**src/hw/rtl/rau_pkg.sv**
```systemverilog
// Package for the rational arithmetic unit.
// Holds widths, operation, error and select codes and the controller/datapath structs.
// No dependencies.
`default_nettype none
package rau_pkg;

    localparam int WORD_BITS_DEF = 32;
    localparam int FIELD_BITS = 32;

    localparam logic [2:0] FN_ADD = 3'd0;
    localparam logic [2:0] FN_SUB = 3'd1;
    localparam logic [2:0] FN_MUL = 3'd2;
    localparam logic [2:0] FN_DIV = 3'd3;
    localparam logic [2:0] FN_CMP = 3'd4;

    localparam logic [1:0] ERR_OK   = 2'd0;
    localparam logic [1:0] ERR_ZDEN = 2'd1;
    localparam logic [1:0] ERR_DIV0 = 2'd2;
    localparam logic [1:0] ERR_OVF  = 2'd3;

    localparam logic [1:0] DS_FA = 2'd0;
    localparam logic [1:0] DS_FB = 2'd1;
    localparam logic [1:0] DS_NR = 2'd2;
    localparam logic [1:0] DS_DR = 2'd3;

    localparam logic [1:0] MS_A = 2'd0;
    localparam logic [1:0] MS_B = 2'd1;
    localparam logic [1:0] MS_C = 2'd2;

    typedef struct packed {
        logic       load;
        logic       gcd_go;
        logic       gcd_sel;
        logic       div_go;
        logic [1:0] div_sel;
        logic       mul_en;
        logic [1:0] mul_sel;
        logic       comb;
        logic       out_load;
    } t_cmd;

    typedef struct packed {
        logic early;
        logic addsub;
        logic cmp;
        logic gcd_done;
        logic div_done;
    } t_stat;

endpackage
`default_nettype wire

```
**src/hw/rtl/rau_ctrl.sv**
```systemverilog
// Controller state machine that sequences the datapath for one transaction.
// Depends on rau_pkg.
`default_nettype none
module rau_ctrl (
    input  wire logic           i_clk,
    input  wire logic           i_rst_n,
    input  wire logic           i_in_valid,
    output logic                o_in_ready,
    output logic                o_out_valid,
    input  wire logic           i_out_ready,
    input  wire rau_pkg::t_stat i_stat,
    output rau_pkg::t_cmd       o_cmd
);
    localparam logic [4:0] S_IDLE  = 5'd0;
    localparam logic [4:0] S_CHECK = 5'd1;
    localparam logic [4:0] S_G1    = 5'd2;
    localparam logic [4:0] S_G1W   = 5'd3;
    localparam logic [4:0] S_DA    = 5'd4;
    localparam logic [4:0] S_DAW   = 5'd5;
    localparam logic [4:0] S_DB    = 5'd6;
    localparam logic [4:0] S_DBW   = 5'd7;
    localparam logic [4:0] S_MA    = 5'd8;
    localparam logic [4:0] S_MB    = 5'd9;
    localparam logic [4:0] S_MC    = 5'd10;
    localparam logic [4:0] S_COMB  = 5'd11;
    localparam logic [4:0] S_G2    = 5'd12;
    localparam logic [4:0] S_G2W   = 5'd13;
    localparam logic [4:0] S_DC    = 5'd14;
    localparam logic [4:0] S_DCW   = 5'd15;
    localparam logic [4:0] S_DD    = 5'd16;
    localparam logic [4:0] S_DDW   = 5'd17;
    localparam logic [4:0] S_OUT   = 5'd18;

    logic [4:0] r_state, n_state;
    logic       r_ov, n_ov;
    rau_pkg::t_cmd cmd;

    always_comb begin
        n_state = r_state;
        cmd = '0;
        cmd.mul_sel = rau_pkg::MS_A;
        cmd.div_sel = rau_pkg::DS_FA;
        case (r_state)
            S_IDLE: begin
                if (i_in_valid) begin
                    cmd.load = 1'b1;
                    n_state = S_CHECK;
                end
            end
            S_CHECK: begin
                if (i_stat.early) begin
                    n_state = S_OUT;
                end else if (i_stat.addsub) begin
                    n_state = S_G1;
                end else begin
                    n_state = S_MA;
                end
            end
            S_G1: begin
                cmd.gcd_go = 1'b1;
                n_state = S_G1W;
            end
            S_G1W: if (i_stat.gcd_done) n_state = S_DA;
            S_DA: begin
                cmd.div_go = 1'b1;
                n_state = S_DAW;
            end
            S_DAW: if (i_stat.div_done) n_state = S_DB;
            S_DB: begin
                cmd.div_go = 1'b1;
                cmd.div_sel = rau_pkg::DS_FB;
                n_state = S_DBW;
            end
            S_DBW: begin
                cmd.div_sel = rau_pkg::DS_FB;
                if (i_stat.div_done) n_state = S_MA;
            end
            S_MA: begin
                cmd.mul_en = 1'b1;
                n_state = S_MB;
            end
            S_MB: begin
                cmd.mul_en = 1'b1;
                cmd.mul_sel = rau_pkg::MS_B;
                n_state = S_MC;
            end
            S_MC: begin
                cmd.mul_en = 1'b1;
                cmd.mul_sel = rau_pkg::MS_C;
                n_state = S_COMB;
            end
            S_COMB: begin
                cmd.comb = 1'b1;
                n_state = i_stat.cmp ? S_OUT : S_G2;
            end
            S_G2: begin
                cmd.gcd_go = 1'b1;
                cmd.gcd_sel = 1'b1;
                n_state = S_G2W;
            end
            S_G2W: begin
                cmd.gcd_sel = 1'b1;
                if (i_stat.gcd_done) n_state = S_DC;
            end
            S_DC: begin
                cmd.div_go = 1'b1;
                cmd.div_sel = rau_pkg::DS_NR;
                n_state = S_DCW;
            end
            S_DCW: begin
                cmd.div_sel = rau_pkg::DS_NR;
                if (i_stat.div_done) n_state = S_DD;
            end
            S_DD: begin
                cmd.div_go = 1'b1;
                cmd.div_sel = rau_pkg::DS_DR;
                n_state = S_DDW;
            end
            S_DDW: begin
                cmd.div_sel = rau_pkg::DS_DR;
                if (i_stat.div_done) n_state = S_OUT;
            end
            S_OUT: begin
                if (!r_ov || i_out_ready) begin
                    cmd.out_load = 1'b1;
                    n_state = S_IDLE;
                end
            end
            default: n_state = S_IDLE;
        endcase
    end

    always_comb begin
        n_ov = r_ov;
        if (cmd.out_load) begin
            n_ov = 1'b1;
        end else if (i_out_ready) begin
            n_ov = 1'b0;
        end
    end

    always_ff @(posedge i_clk) begin
        if (!i_rst_n) begin
            r_state <= S_IDLE;
            r_ov    <= 1'b0;
        end else begin
            r_state <= n_state;
            r_ov    <= n_ov;
        end
    end

    assign o_cmd       = cmd;
    assign o_in_ready  = (r_state == S_IDLE);
    assign o_out_valid = r_ov;
endmodule
`default_nettype wire

```
**config.mk**
```make
export PLATFORM = sky130hd
export DESIGN_NAME = rau_ctrl
export DESIGN_NICKNAME = d
export VERILOG_FILES = /design/src/hw/rtl/rau_pkg.sv /design/src/hw/rtl/rau_ctrl.sv
export SDC_FILE = /design/constraint.sdc
export NUM_CORES = 1
export LEC_CHECK = 0
export ABC_AREA = 0
export BUFFER_PORTS_ARGS = -buffer_cell sky130_fd_sc_hd__buf_2
export CAP_MARGIN = 20
export CORE_UTILIZATION = 36
export CTS_CLUSTER_DIAMETER = 60
export DETAILED_ROUTE_END_ITERATION = 8
export PLACE_DENSITY_LB_ADDON = 0.25
export SLEW_MARGIN = 20
export SYNTH_ARGS = -nofsm -noshare
export SYNTH_HDL_FRONTEND = slang
export SYNTH_SLANG_ARGS = --single-unit
```
**constraint.sdc**
```tcl
create_clock -name i_clk -period 2.1 [get_ports i_clk]
set_clock_uncertainty 0.1 [all_clocks]
set_input_delay 0.105 -clock i_clk [delete_from_list [all_inputs] [get_ports i_clk]]
set_output_delay 0.105 -clock i_clk [all_outputs]
set_load 0.01 [all_outputs]
```
==> reports/metrics.cfg <==
[finish]
drive_gt1_share_pct = 34.3
final-instance-count-excl-fill = 127
regArea_um2 = 120
fin_util_pct = 46.9
multi_input_area_um2 = 478
num-fill-cells = 183
diodes = 0
nNetsFinal = 113
area_growth_pct = 23.2

[critical_path]
slowest_stage = dfxtp_1
reg2reg_depth = 5
r2r_start = r_state[4]
crit_type = flop to flop
path_buf_inv = 0
critPathLaunchType = flop
endpoint_kind = flop
r2r_slack_ps = 160
crit_arrival_ps = 2010
critical-path-max-stage-delay_ps = 520
crit_required_ps = 2170
critPathTopFamily = compound AO/OA/AOI/OAI gates
path_depth = 5
path_cells = and3b_4 -> o311ai_4 -> o2111ai_4 -> a211o_1 -> a21boi_2
r2r-end = r_state[0]
crit_path_max_fanout = 11

[clock_network]
cts_hold_buf = 0
ctsResizeCount = 0
cts_buffer_depth = 2
clock_latency_ps = 240
post_cts_buffers = 0
cts-root-buf = clkbuf_4
htree_num_levels = 1
clock_sinks = 6
clkTransAtPathRegs_ps = 50
cts_inserted_buffers = 3
cts_tree = built

[yosys]
ys_top_cells_by_area = dfxtp_1 18%, nor2b_1 5.7%, nor3b_1 5.7%, mux2i_1 4.6%, o2111ai_4 4.0%
yosys_warnings = 0
synth_common_cells = 6 x dfxtp_1, 6 x nor2_1, 6 x nor2b_1, 5 x nand2_1, 5 x nor3b_1
yosysTopAreaCellShare_pct = 18.3
synth-async-reset-ratio_pct = 0
synth_fp_nets = 90
yosysUniqueCellTypes = 36
synth_edf_count = 0
ys_seq_area_share_pct = 18.3
netlist_instances = 81
synth_seq_cells = 6
postSynthAreaPerCell_um2 = 8.11
synth_largest_area_cell = dfxtp_1
syn_area_um2 = 657
synth_top_flop_cell = dfxtp_1

[timing]
finalHoldViolCount = 0
rsz0062_at_grt = no
maxSlewViolCount = 0
tns_ps = 0
setup_viol_count_final = 0
fin_crit_sh_pct = 92.4
fin_ws_ps = 160
max_freq_mhz = 516
slew_headroom_pct = 66.6
period_minus_slack_ps = 1940
tightestPinTransition_ps = 500

[floorplan]
die_y_um = 44.7
die_x_um = 44.7
dieArea_um2 = 2000
rows = 15
design.core.area_um2 = 1730
initial_utilization_pct = 38.0
io_pins = 22

[grt]
grt_pass1_vias = 547
grt_antenna_before_repair = 0
grt_max_degree = 14
grt_pass1_wl_um = 2390
grt_usage_pct = 16.1
grt-ovfl-total = 0

[worst_hold_path]
hold_path_end = r_state[4]
worstHoldStart = i_rst_n
hold_class = primary input to flop
hold_depth = 2

[power]
leakage_nw = 0.354
finalPower_w = 0.000896
power_density_nw_per_um2 = 1110
vdd_drop_max_v = 0.000602

[outcome]
status = finished, final reports clean

[routing]
wire_per_inst_um = 12.1
drt-initial-drc-count = 16
viasPerCell = 5.31
drt-pass1-iter-count = 4
antenna_left = 0
drc = 0
wirelength_um = 1540
vias = 675

[flow_run]
cap_viol_max_count = 0

[place]
post-place-ws_ps = 176
placed_cells = 124
hpwl_um = 1190
portBuffers = 21
routabilityCongestion = 0.765

metrics by stage:
step	area [um2]	hold slack (ps)
global route	810	54.6
CTS	810	41.5
detailed placement	787	299
floorplan	657	133
global placement	787	293
finish	810	52.4
flip-flops by register name, indices dropped and copies added (netlist names):
register	flops
r_state	5
o_out_valid	1
layout make-up:
| cell class | count | area share (%) |
|---|---|---|
| Multi-Input combinational cell | 64 | 59.0 |
| Timing Repair Buffer | 27 | 18.5 |
| Sequential cell | 6 | 14.8 |
| Tap cell | 25 | 3.86 |
| Clock buffer | 3 | 2.78 |
| Inverter | 2 | 0.927 |
worst max path at each step:
stage                           from  slack, ps    endpoint
after floorplan           r_state[4]        400  r_state[0]
after global placement    r_state[4]        180  r_state[0]
after detailed placement  r_state[4]        180  r_state[0]
after CTS                 r_state[4]        160  r_state[0]
after global routing      r_state[4]         70  r_state[0]
final                     r_state[4]        160  r_state[0]
placed cells by master (no fill, tap or decap), drive strengths merged:
cell type / netlist / final
a2111oi: 1 / 1
a211o: 1 / 1
a21boi: 3 / 3
a21oi: 3 / 3
a311o: 1 / 1
a31oi: 1 / 1
a32oi: 1 / 1
and3: 2 / 2
and3b: 2 / 2
buf: 5 / 27
clkbuf: 4 / 3
dfxtp: 6 / 6
inv: 2 / 2
mux2i: 3 / 3
nand2: 5 / 5
nand2b: 4 / 4
nand3b: 3 / 3
nand4b: 1 / 1
nor2: 6 / 6
nor2b: 6 / 6
nor3: 4 / 4
nor3b: 5 / 5
nor4b: 1 / 1
o2111ai: 1 / 1
o211a: 1 / 1
o211ai: 2 / 2
o21a: 1 / 1
o22ai: 2 / 2
o311a: 1 / 1
o311ai: 1 / 1
o32ai: 1 / 1
or3: 1 / 1
report_power, final:
part	internal, W	leakage (nW)	switching, W
clock network	0.0000644	0.0138	0.0000383
logic	0.000280	0.291	0.000280
registers	0.000144	0.0490	0.0000895
total	0.000488	0.354	0.000408
worst reg2reg max path, delay by kind of cell, from the launching register on:
family          cells  cell delay, ps
simple gates        1             280
compound gates      4             970
flops               1             520
metal layers:
metal	part of all wire [%]	routed length [um]	GRT usage, %	up-vias
met1	49	753	21.3	304
met2	45	696	26.8	23
li1	-	-	-	348
met3	5.8	89	6.00	0
met4	0	0	0	0
met5	0	0	0	-
cell families after synthesis:
family | synth area share (%)
flops | 18.3
mux | 4.57
buf+inv | 8.95
simple gates | 37.7
compound gates | 30.5
Power figures use the tool's default switching activity.
